`config.mk`:
```
export PLATFORM = sky130hd
export DESIGN_NAME = priority_timeslice_scheduler
export DESIGN_NICKNAME = d
export VERILOG_FILES = /design/src/hdl/pts_pkg.sv /design/src/hdl/pts_table.sv /design/src/hdl/pts_alu.sv /design/src/hdl/priority_timeslice_scheduler.sv
export SDC_FILE = /design/constraint.sdc
export NUM_CORES = 1
export LEC_CHECK = 0
export BUFFER_PORTS_ARGS = -buffer_cell sky130_fd_sc_hd__buf_2
export CAP_MARGIN = 30
export CORE_AREA = 10 10 237 239
export CTS_CLUSTER_SIZE = 25
export DETAILED_ROUTE_END_ITERATION = 12
export DIE_AREA = 0 0 247 249
export PLACE_DENSITY = 0.58
export SLEW_MARGIN = 20
export SYNTH_ARGS = -nofsm -noshare
export SYNTH_HDL_FRONTEND = slang
export SYNTH_SLANG_ARGS = --single-unit
export TNS_END_PERCENT = 50
```
`constraint.sdc`:
```
create_clock -name clk_i -period 11.25 [get_ports clk_i]
set_clock_uncertainty 0.05 [all_clocks]
set_input_delay 2.25 -clock clk_i [delete_from_list [all_inputs] [get_ports clk_i]]
set_output_delay 2.25 -clock clk_i [all_outputs]
set_load 0.02 [all_outputs]
```
`src/hdl/pts_pkg.sv`:
```
// Shared types and constants of the priority time-slice scheduler.
package pts_pkg;

  localparam int unsigned MaxTasks  = 16;
  localparam int unsigned SliceBits = 16;
  localparam int unsigned CountW    = 4;
  localparam int unsigned SlotW     = 4;
  localparam int unsigned SliceInW  = 16;
  localparam int unsigned PrioW     = 8;

  typedef enum logic [7:0] {
    S_IDLE   = 8'b0000_0001,
    S_CUR_RD = 8'b0000_0010,
    S_DEC    = 8'b0000_0100,
    S_SCAN   = 8'b0000_1000,
    S_REFILL = 8'b0001_0000,
    S_RPT_RD = 8'b0010_0000,
    S_RPT    = 8'b0100_0000
  } state_e;

  typedef enum logic [1:0] {
    OP_CMP    = 2'd0,
    OP_DEC    = 2'd1,
    OP_REFILL = 2'd2
  } alu_op_e;

  typedef struct packed {
    logic present;
    logic runnable;
  } flags_t;

endpackage

```
`src/hdl/pts_table.sv`:
```
// Task slot table: slice/priority memory with valid bits, plus per-slot flags.
module pts_table #(
  parameter int unsigned MAX_TASKS  = 16,
  parameter int unsigned SLICE_BITS = 16
) (
  input  logic                          clk_i,
  input  logic                          rst_ni,
  input  logic                          we_i,
  input  logic                          flag_we_i,
  input  logic [$clog2(MAX_TASKS)-1:0]  waddr_i,
  input  logic [SLICE_BITS-1:0]         wslice_i,
  input  logic [pts_pkg::PrioW-1:0]     wprio_i,
  input  pts_pkg::flags_t               wflags_i,
  input  logic [$clog2(MAX_TASKS)-1:0]  raddr_i,
  output logic [SLICE_BITS-1:0]         rslice_o,
  output logic [pts_pkg::PrioW-1:0]     rprio_o,
  output pts_pkg::flags_t               rflags_o
);
  import pts_pkg::*;

  logic [PrioW+SLICE_BITS-1:0] mem_q [MAX_TASKS];
  logic [MAX_TASKS-1:0]        valid_q;
  logic [MAX_TASKS-1:0]        present_q;
  logic [MAX_TASKS-1:0]        runnable_q;
  logic [PrioW+SLICE_BITS-1:0] rd_word_q;
  logic                        rd_valid_q;
  flags_t                      rd_flags_q;

  always_ff @(posedge clk_i) begin
    if (we_i) begin
      mem_q[waddr_i] <= {wprio_i, wslice_i};
    end
    rd_word_q           <= mem_q[raddr_i];
    rd_valid_q          <= valid_q[raddr_i];
    rd_flags_q.present  <= present_q[raddr_i];
    rd_flags_q.runnable <= runnable_q[raddr_i];
  end

  always_ff @(posedge clk_i or negedge rst_ni) begin
    if (!rst_ni) begin
      valid_q    <= '0;
      present_q  <= '0;
      runnable_q <= '0;
    end else begin
      if (we_i) begin
        valid_q[waddr_i] <= 1'b1;
      end
      if (flag_we_i) begin
        present_q[waddr_i]  <= wflags_i.present;
        runnable_q[waddr_i] <= wflags_i.runnable;
      end
    end
  end

  // never-written entries read as zero
  assign rslice_o = rd_valid_q ? rd_word_q[SLICE_BITS-1:0] : '0;
  assign rprio_o  = rd_valid_q ? rd_word_q[PrioW+SLICE_BITS-1:SLICE_BITS] : '0;
  assign rflags_o = rd_flags_q;

endmodule

```
`src/hdl/pts_alu.sv`:
```
// Shared adder for slice compare, saturating decrement and refill.
module pts_alu #(
  parameter int unsigned SLICE_BITS = 16
) (
  input  pts_pkg::alu_op_e       op_i,
  input  logic [SLICE_BITS-1:0]  slice_i,
  input  logic [SLICE_BITS-1:0]  other_i,
  output logic [SLICE_BITS-1:0]  value_o,
  output logic                   flag_o
);
  import pts_pkg::*;

  logic [SLICE_BITS-1:0] a;
  logic [SLICE_BITS-1:0] b;
  logic                  cin;
  logic [SLICE_BITS:0]   sum;

  always_comb begin
    unique case (op_i)
      OP_DEC: begin
        a   = slice_i;
        b   = '1;
        cin = 1'b0;
      end
      OP_REFILL: begin
        a   = slice_i >> 1;
        b   = other_i;
        cin = 1'b0;
      end
      default: begin
        a   = slice_i;
        b   = ~other_i;
        cin = 1'b1;
      end
    endcase
    sum    = {1'b0, a} + {1'b0, b} + {{SLICE_BITS{1'b0}}, cin};
    flag_o = sum[SLICE_BITS];
    unique case (op_i)
      OP_DEC:    value_o = sum[SLICE_BITS] ? sum[SLICE_BITS-1:0] : '0;
      OP_REFILL: value_o = sum[SLICE_BITS] ? '1 : sum[SLICE_BITS-1:0];
      default:   value_o = sum[SLICE_BITS-1:0];
    endcase
  end

endmodule

```
`src/hdl/priority_timeslice_scheduler.sv`:
```
// Top level of the priority time-slice scheduler: sequencer, table and shared adder.
//
// Input channel (in_valid_i/in_ready_o) takes one word per item: a load word
// writes one task slot, a tick word advances the running task. Every item
// gives exactly one result word on the output channel (out_valid_o/out_ready_i).
// cfg_we_i/cfg_data_i write task_count (N); the user must write it only while the
// block is idle, which the block itself does not enforce. One item is worked
// at a time; in_ready_o is high only when the sequencer idles. Rescheduling
// sweeps slots 1..N through the one table read port: one scan, or scan +
// refill + scan when every slice is zero.
// The result sits in an output register; while the receiver stalls the
// sequencer waits at its last step and takes no new word.
// Reset clears all slots to zero (valid bits, no clearing sweep), sets the
// idle slot 0 running and task_count to 1; the block is ready right after.
module priority_timeslice_scheduler #(
  parameter int unsigned MAX_TASKS  = pts_pkg::MaxTasks,
  parameter int unsigned SLICE_BITS = pts_pkg::SliceBits
) (
  input  logic                          clk_i,
  input  logic                          rst_ni,
  input  logic                          cfg_we_i,
  input  logic [pts_pkg::CountW-1:0]    cfg_data_i,
  input  logic                          in_valid_i,
  output logic                          in_ready_o,
  input  logic                          kind_i,
  input  logic [pts_pkg::SlotW-1:0]     slot_i,
  input  logic [pts_pkg::SliceInW-1:0]  slice_value_i,
  input  logic [pts_pkg::PrioW-1:0]     priority_value_i,
  input  logic                          present_flag_i,
  input  logic                          runnable_flag_i,
  output logic                          out_valid_o,
  input  logic                          out_ready_i,
  output logic [pts_pkg::SlotW-1:0]     current_task_o,
  output logic                          switched_o,
  output logic                          no_ready_o,
  output logic [pts_pkg::SliceInW-1:0]  current_slice_o
);
  import pts_pkg::*;

  localparam int unsigned IW = $clog2(MAX_TASKS);

  state_e                  state_q, state_d;
  logic [CountW-1:0]       task_count_q, task_count_d;
  logic [IW-1:0]           running_q, running_d;
  logic [IW-1:0]           idx_q, idx_d;
  logic [IW-1:0]           end_q, end_d;
  logic [IW-1:0]           lim_q, lim_d;
  logic [IW-1:0]           p_idx_q, p_idx_d;
  logic [IW-1:0]           pick_q, pick_d;
  logic [SLICE_BITS-1:0]   best_q, best_d;
  logic                    issue_q, issue_d;
  logic                    p_vld_q, p_vld_d;
  logic                    first_q, first_d;
  logic                    kind_q, kind_d;
  logic                    switched_q, switched_d;
  logic                    none_q, none_d;
  logic                    out_valid_q, out_valid_d;
  logic [SlotW-1:0]        out_task_q, out_task_d;
  logic                    out_switched_q, out_switched_d;
  logic                    out_none_q, out_none_d;
  logic [SliceInW-1:0]     out_slice_q, out_slice_d;

  logic [IW-1:0]           lim;
  logic [IW-1:0]           raddr;
  logic                    we;
  logic                    flag_we;
  logic [IW-1:0]           waddr;
  logic [SLICE_BITS-1:0]   wslice;
  logic [PrioW-1:0]        wprio;
  flags_t                  wflags;
  logic [SLICE_BITS-1:0]   rd_slice;
  logic [PrioW-1:0]        rd_prio;
  flags_t                  rd_flags;
  alu_op_e                 alu_op;
  logic [SLICE_BITS-1:0]   alu_other;
  logic [SLICE_BITS-1:0]   alu_value;
  logic                    alu_flag;
  logic                    sweep;
  logic                    p_last;
  logic                    take;
  logic [SLICE_BITS-1:0]   best_nx;
  logic [IW-1:0]           pick_nx;
  logic                    go_scan;

  pts_table #(
    .MAX_TASKS (MAX_TASKS),
    .SLICE_BITS(SLICE_BITS)
  ) u_table (
    .clk_i    (clk_i),
    .rst_ni   (rst_ni),
    .we_i     (we),
    .flag_we_i(flag_we),
    .waddr_i  (waddr),
    .wslice_i (wslice),
    .wprio_i  (wprio),
    .wflags_i (wflags),
    .raddr_i  (raddr),
    .rslice_o (rd_slice),
    .rprio_o  (rd_prio),
    .rflags_o (rd_flags)
  );

  pts_alu #(
    .SLICE_BITS(SLICE_BITS)
  ) u_alu (
    .op_i   (alu_op),
    .slice_i(rd_slice),
    .other_i(alu_other),
    .value_o(alu_value),
    .flag_o (alu_flag)
  );

  always_comb begin
    if (int'(task_count_q) > MAX_TASKS - 1) begin
      lim = IW'(MAX_TASKS - 1);
    end else begin
      lim = IW'(task_count_q);
    end
  end

  assign sweep  = (state_q == S_SCAN) || (state_q == S_REFILL);
  assign raddr  = sweep ? idx_q : running_q;
  assign p_last = p_vld_q && (p_idx_q == end_q);

  always_comb begin
    unique case (state_q)
      S_DEC:    alu_op = OP_DEC;
      S_REFILL: alu_op = OP_REFILL;
      default:  alu_op = OP_CMP;
    endcase
  end
  assign alu_other = (state_q == S_REFILL) ? SLICE_BITS'(rd_prio) : best_q;

  // first slot of the first sweep seeds the best candidate unconditionally
  assign take = p_vld_q && ((first_q && (p_idx_q == IW'(1))) ||
                            (rd_flags.present && rd_flags.runnable && alu_flag));
  assign best_nx = take ? rd_slice : best_q;
  assign pick_nx = take ? p_idx_q : pick_q;

  always_comb begin
    we      = 1'b0;
    flag_we = 1'b0;
    waddr   = running_q;
    wslice  = alu_value;
    wprio   = rd_prio;
    wflags  = '{present: present_flag_i, runnable: runnable_flag_i};
    priority if (state_q == S_IDLE) begin
      waddr  = IW'(slot_i);
      wslice = SLICE_BITS'(slice_value_i);
      wprio  = priority_value_i;
      if (in_valid_i && kind_i && (int'(slot_i) < MAX_TASKS)) begin
        we      = 1'b1;
        flag_we = 1'b1;
      end
    end else if (state_q == S_DEC) begin
      we = 1'b1;
    end else if (state_q == S_REFILL) begin
      waddr = p_idx_q;
      we    = p_vld_q && rd_flags.present;
    end else begin
      we = 1'b0;
    end
  end

  always_comb begin
    state_d        = state_q;
    task_count_d   = cfg_we_i ? cfg_data_i : task_count_q;
    running_d      = running_q;
    idx_d          = idx_q;
    end_d          = end_q;
    lim_d          = lim_q;
    p_idx_d        = p_idx_q;
    pick_d         = pick_q;
    best_d         = best_q;
    issue_d        = issue_q;
    p_vld_d        = 1'b0;
    first_d        = first_q;
    kind_d         = kind_q;
    switched_d     = switched_q;
    none_d         = none_q;
    out_valid_d    = out_valid_q && !out_ready_i;
    out_task_d     = out_task_q;
    out_switched_d = out_switched_q;
    out_none_d     = out_none_q;
    out_slice_d    = out_slice_q;
    go_scan        = 1'b0;

    if (sweep) begin
      p_vld_d = issue_q;
      p_idx_d = idx_q;
      if (issue_q) begin
        idx_d = idx_q + IW'(1);
        if (idx_q == end_q) begin
          issue_d = 1'b0;
        end
      end
    end

    unique case (state_q)
      S_IDLE: begin
        if (in_valid_i) begin
          kind_d     = kind_i;
          switched_d = 1'b0;
          none_d     = 1'b0;
          priority if (kind_i) begin
            state_d = S_RPT_RD;
          end else if (running_q == '0) begin
            go_scan = 1'b1;
          end else begin
            state_d = S_CUR_RD;
          end
        end
      end
      S_CUR_RD: state_d = S_DEC;
      S_DEC: begin
        if (alu_value == '0) begin
          go_scan = 1'b1;
        end else begin
          state_d = S_RPT_RD;
        end
      end
      S_SCAN: begin
        best_d = best_nx;
        pick_d = pick_nx;
        if (p_last) begin
          if (best_nx == '0) begin
            if (first_q && (lim_q != '0)) begin
              state_d = S_REFILL;
              idx_d   = IW'(1);
              issue_d = 1'b1;
            end else begin
              none_d  = 1'b1;
              state_d = S_RPT_RD;
            end
          end else begin
            if (pick_nx != running_q) begin
              running_d  = pick_nx;
              switched_d = 1'b1;
            end
            state_d = S_RPT_RD;
          end
        end
      end
      S_REFILL: begin
        if (p_last) begin
          state_d = S_SCAN;
          idx_d   = IW'(1);
          issue_d = 1'b1;
          first_d = 1'b0;
        end
      end
      S_RPT_RD: state_d = S_RPT;
      S_RPT: begin
        if (!out_valid_q || out_ready_i) begin
          out_valid_d    = 1'b1;
          out_task_d     = SlotW'(running_q);
          out_switched_d = switched_q;
          out_none_d     = none_q;
          out_slice_d    = SliceInW'(rd_slice);
          state_d        = S_IDLE;
        end
      end
      default: state_d = S_IDLE;
    endcase

    if (go_scan) begin
      state_d = S_SCAN;
      idx_d   = IW'(1);
      issue_d = 1'b1;
      first_d = 1'b1;
      lim_d   = lim;
      end_d   = (lim == '0) ? IW'(1) : lim;
      p_vld_d = 1'b0;
    end
  end

  always_ff @(posedge clk_i or negedge rst_ni) begin
    if (!rst_ni) begin
      state_q      <= S_IDLE;
      task_count_q <= CountW'(1);
      running_q    <= '0;
      issue_q      <= 1'b0;
      p_vld_q      <= 1'b0;
      first_q      <= 1'b0;
      kind_q       <= 1'b0;
      switched_q   <= 1'b0;
      none_q       <= 1'b0;
      out_valid_q  <= 1'b0;
    end else begin
      state_q      <= state_d;
      task_count_q <= task_count_d;
      running_q    <= running_d;
      issue_q      <= issue_d;
      p_vld_q      <= p_vld_d;
      first_q      <= first_d;
      kind_q       <= kind_d;
      switched_q   <= switched_d;
      none_q       <= none_d;
      out_valid_q  <= out_valid_d;
    end
  end

  always_ff @(posedge clk_i) begin
    idx_q          <= idx_d;
    end_q          <= end_d;
    lim_q          <= lim_d;
    p_idx_q        <= p_idx_d;
    pick_q         <= pick_d;
    best_q         <= best_d;
    out_task_q     <= out_task_d;
    out_switched_q <= out_switched_d;
    out_none_q     <= out_none_d;
    out_slice_q    <= out_slice_d;
  end

  assign in_ready_o      = (state_q == S_IDLE);
  assign out_valid_o     = out_valid_q;
  assign current_task_o  = out_task_q;
  assign switched_o      = out_switched_q;
  assign no_ready_o      = out_none_q;
  assign current_slice_o = out_slice_q;

  a_busy_after_accept: assert property (@(posedge clk_i) disable iff (!rst_ni)
    in_valid_i && in_ready_o |=> !in_ready_o)
    else $error("scheduler ready again right after accepting a word");

  a_switch_excl: assert property (@(posedge clk_i) disable iff (!rst_ni)
    out_valid_o |-> !(switched_o && no_ready_o))
    else $error("result both switched and no_ready");

  a_load_no_sched: assert property (@(posedge clk_i) disable iff (!rst_ni)
    (state_q == S_RPT) && kind_q |-> !switched_q && !none_q)
    else $error("load word reported scheduling flags");

  a_switch_not_idle: assert property (@(posedge clk_i) disable iff (!rst_ni)
    (state_q == S_RPT) && switched_q |-> running_q != '0)
    else $error("switched to the idle slot");

endmodule
```
==> key figures <==
Placement
  – Number of buffers added on ports: 63
  – Placed cell area: 0.0243 mm²
  – DP Wirelength: 33.8 mm
  – Routability cong.: 0.889

Clock tree
  – Root buf cell: clkbuf_16
  – CTS Hold Bufs: 0
  – Latest clock arrival within the worst-skew pair: 610 ps
  – Clock transition at path regs: 60 ps
  – CTS max path bufs: 3
  – # H-tree levels: 2
  – Cts bufs inserted: between 50 and 60
  – CTS tree: built
  – Sink Count: 538
  – Setup Fix Bufs, Post-CTS: 0
  – Post-cts sizing count: 0

Timing
  – Slew of the pin with the lowest slew margin: between 900 and 1000 ps
  – Final hold vios: 0
  – Final setup fails: 0
  – Setup tns final: 0 ps
  – Slew Limit Fails: 0
  – Relative slew slack: 0.351
  – RSZ-0062 raised after global routing: false
  – Period utilization: 0.540
  – Achievable Freq: 0.164 GHz
  – Final Critical Period: 6080 ps

Synth
  – Syn_area_per_cell: 15.6 µm²
  – Mapped Cells: approximately 1500
  – Number of synthesized flops with an enable pin: 438
  – Ys flop type: edfxtp_1
  – YS warnings: 0
  – Cell Area, Synth: 0.0228 mm²
  – Sequential-to-total area share from yosys stat: 0.679
  – Yosys cell types: 71
  – Syn nets: 1518
  – Asr flop ratio synth: 0.128
  – Yosys reg bits: 538

Layout
  – Filler instances: 4248
  – Fraction of layout instances using a drive strength above 1: 0.255
  – Register area: ~0.016 mm²
  – Final Net Count: 1620
  – Layout area overhead: 14.5%
  – Post-route cell area: 0.0261 mm²
  – Multi-input gate area: 0.00703 mm²

Critical path
  – Critical path cell sequence: nor4_1 -> nand3_1 -> buf_4 -> clkinv_1 -> ha_1 -> buf_4 -> a211oi_1 -> a21oi_1 -> fa_1 -> fa_1 -> a211oi_1 -> o211ai_1 -> a21oi_1 -> a21boi_0 -> buf_4 -> or2_2 -> nor3_1 -> a31oi_1 -> inv_1
  – Worst stage delay on the critical path: 580 ps
  – Crit Path Class: flop to flop
  – Worst EP arrival: 6270 ps
  – Capturing element type of the critical path: flop
  – Buf/Inv on CP: 5
  – Slowest cell on crit path: dfstp_2
  – Crit-path most repeated cell: buf_4
  – Top Family by Delay on Critical Path: compound AO/OA/AOI/OAI gates
  – Critical path fanouts, max: 42
  – Worst path required time: roughly 11000 ps
  – Startpoint Class: flop

Floorplan
  – IO Count: 64
  – Die area: 0.0615 mm²
  – Starting Density: 0.446
  – Number of core rows: 83
  – Die W: 247 µm
  – Die Ht: 249 µm
  – Core Footprint: 0.0512 mm²

Outcome
  – Status: finished, final reports clean

Drt
  – Drc violations: 0
  – DRT iter0 DRCs: 1179
  – DR vias/cell: between 5 and 6
  – Via count: 13100
  – Final ANT Viol Nets: 0
  – Wire per inst: 24.9 µm
  – Post-Route WL: between 50 and 60 mm
  – DRT Pass-1 Iters: 5

Power
  – Power Dens Cells: 297 mW/mm²
  – VDD IR max: approximately 0.22 mV
  – Leak Pwr: 0.00923 µW

Global route
  – First-pass GRT wire length: 84.9 mm
  – Vias in the first global route: 13300
  – Grt total ovfl: 0
  – Initial antenna violation count: 6
  – GRT Overall Usage: 0.184
  – Largest net degree at the start of global routing: 105

Job
  – Max-cap violations: 0

Hold path
  – Hold Crit Class: flop to flop
-- cell usage in the layout, fill, tap and decap left out, types with 29 or more instances in the layout --
| master | Yosys | layout |
|---|---|---|
| nor2_1 | 45 | 29 |
| mux2_2 | 41 | 41 |
| dfrtp_1 | 67 | 67 |
| a21oi_1 | 31 | 31 |
| clkbuf_16 | 0 | 56 |
| o21ai_0 | 81 | 81 |
| mux4_2 | 104 | 104 |
| a31oi_1 | 43 | 43 |
| buf_4 | 0 | 44 |
| nand2_1 | 181 | 181 |
| dfxtp_1 | 31 | 31 |
| inv_1 | 32 | 32 |
| edfxtp_1 | 438 | 438 |
| and2_1 | 38 | 38 |
| buf_2 | 12 | 63 |
-- worst paths after layout --
kind | slack [ps] | to | cells past startpoint | startpoint
min | 410 | no_ready_o | 0 | none_q
max | 5170 | lim_q[1] | 19 | state_q[0]
min in group asynchronous | 1570 | lim[1] | 2 | rst_ni
min reg2reg | 410 | no_ready_o | 0 | none_q
max in group asynchronous | 9030 | u_table.valid_q[0] | 3 | rst_ni
max reg2reg | 5170 | lim_q[1] | 19 | state_q[0]
-- worst register-to-register path, delay by kind of cell, from the launching register on --
family	cells	cell delay, ps
AO/OA/AOI/OAI	7	1610
buffers and inverters	5	1500
adder cells (fa/ha/maj)	3	1260
AND/OR/NAND/NOR	4	700
flip-flops	1	580
-- where the power goes --
part	total [µW]	switching [µW]	internal, µW
clock	1810	752	1060
combinational	2900	1840	1060
sequential	3040	127	2920
-- final cells by class --
class                   count  area share
well taps                 680      0.0326
flip-flops and latches    538       0.593
diodes                      2    0.000192
inverters                  34     0.00507
clock inverters            26      0.0103
repair buffers            117      0.0316
clock buffers              77      0.0582
multi-input cells         814       0.269
-- cell families after synthesis --
logic type	after synthesis	share of synthesized area
flops	538	0.679
simple gates	370	0.0770
compound gates	244	0.0717
mux	157	0.132
buf+inv	106	0.0196
xor+xnor	23	0.00883
fa+ha+maj	20	0.0116
-- cells in the mapped netlist (3+ instances only) --
cell        n  share of area
dfrtp_1    67          0.073
edfxtp_1  438           0.58
nand2b_1    5         0.0014
xor2_1     10         0.0038
mux4_2    104           0.10
buf_6       4         0.0020
mux4_1      4         0.0046
buf_2      12         0.0026
a21o_1      9         0.0030
o21a_1      3        0.00099
buf_1       5        0.00082
a21oi_1    31         0.0068
and3_1      4         0.0011
nor3_1     13         0.0029
a22o_1      3         0.0012
dfxtp_1    31          0.027
xnor2_1    13         0.0050
a211oi_1   27         0.0089
a21boi_0    3        0.00099
or3_1       4         0.0011
mux2i_1     5         0.0022
and2_1     38          0.010
ha_1       18         0.0099
nor2b_1     8         0.0022
nand4b_1    4         0.0015
nand3b_1    3        0.00099
clkbuf_1   51         0.0084
or2_2      20         0.0055
mux2_2     41          0.020
nor4_1     15         0.0041
nand3_1    13         0.0029
nor2_1     45         0.0074
nand2_1   181          0.030
nand4_1     6         0.0016
o211ai_1    6         0.0020
a211oi_2   18         0.0099
inv_1      32         0.0053
a31oi_1    43          0.012
o21ai_0    81          0.018
-- layer usage --
layer	track usage	routed length, µm
met5	0	13
met2	0.291	27300
met1	0.253	24800
met3	0.0304	3220
met4	0.0594	1600
-- stage by stage --
stage	hold slack (ps)	setup slack [ps]	utilization	total power [µW]	cells
global placement	388	5120	0.472	5930	2174
CTS	408	5000	0.509	7820	2283
global route	418	4680	0.510	8170	2286
finish	407	5170	0.510	7760	2288
floorplan	375	5690	-	4960	1458
detailed placement	394	5000	0.474	6000	2180
-- flip-flops by register name, indices dropped and copies added (netlist names), 2 cells and up --
register / cells
u_table.rflags_o: 2
end_q: 4
lim_q: 4
p_idx_q: 4
running_q: 4
lim: 4
current_task_o: 4
u_table.valid_q: 16
u_table.present_q: 16
state_q: 7
current_slice_o: 16
u_table.mem_q: 384
u_table.runnable_q: 16
best_q: 16
idx_q: 4
u_table.rd_word_q: 24
pick_q: 4
No activity file was read; power rests on OpenSTA's default activity.
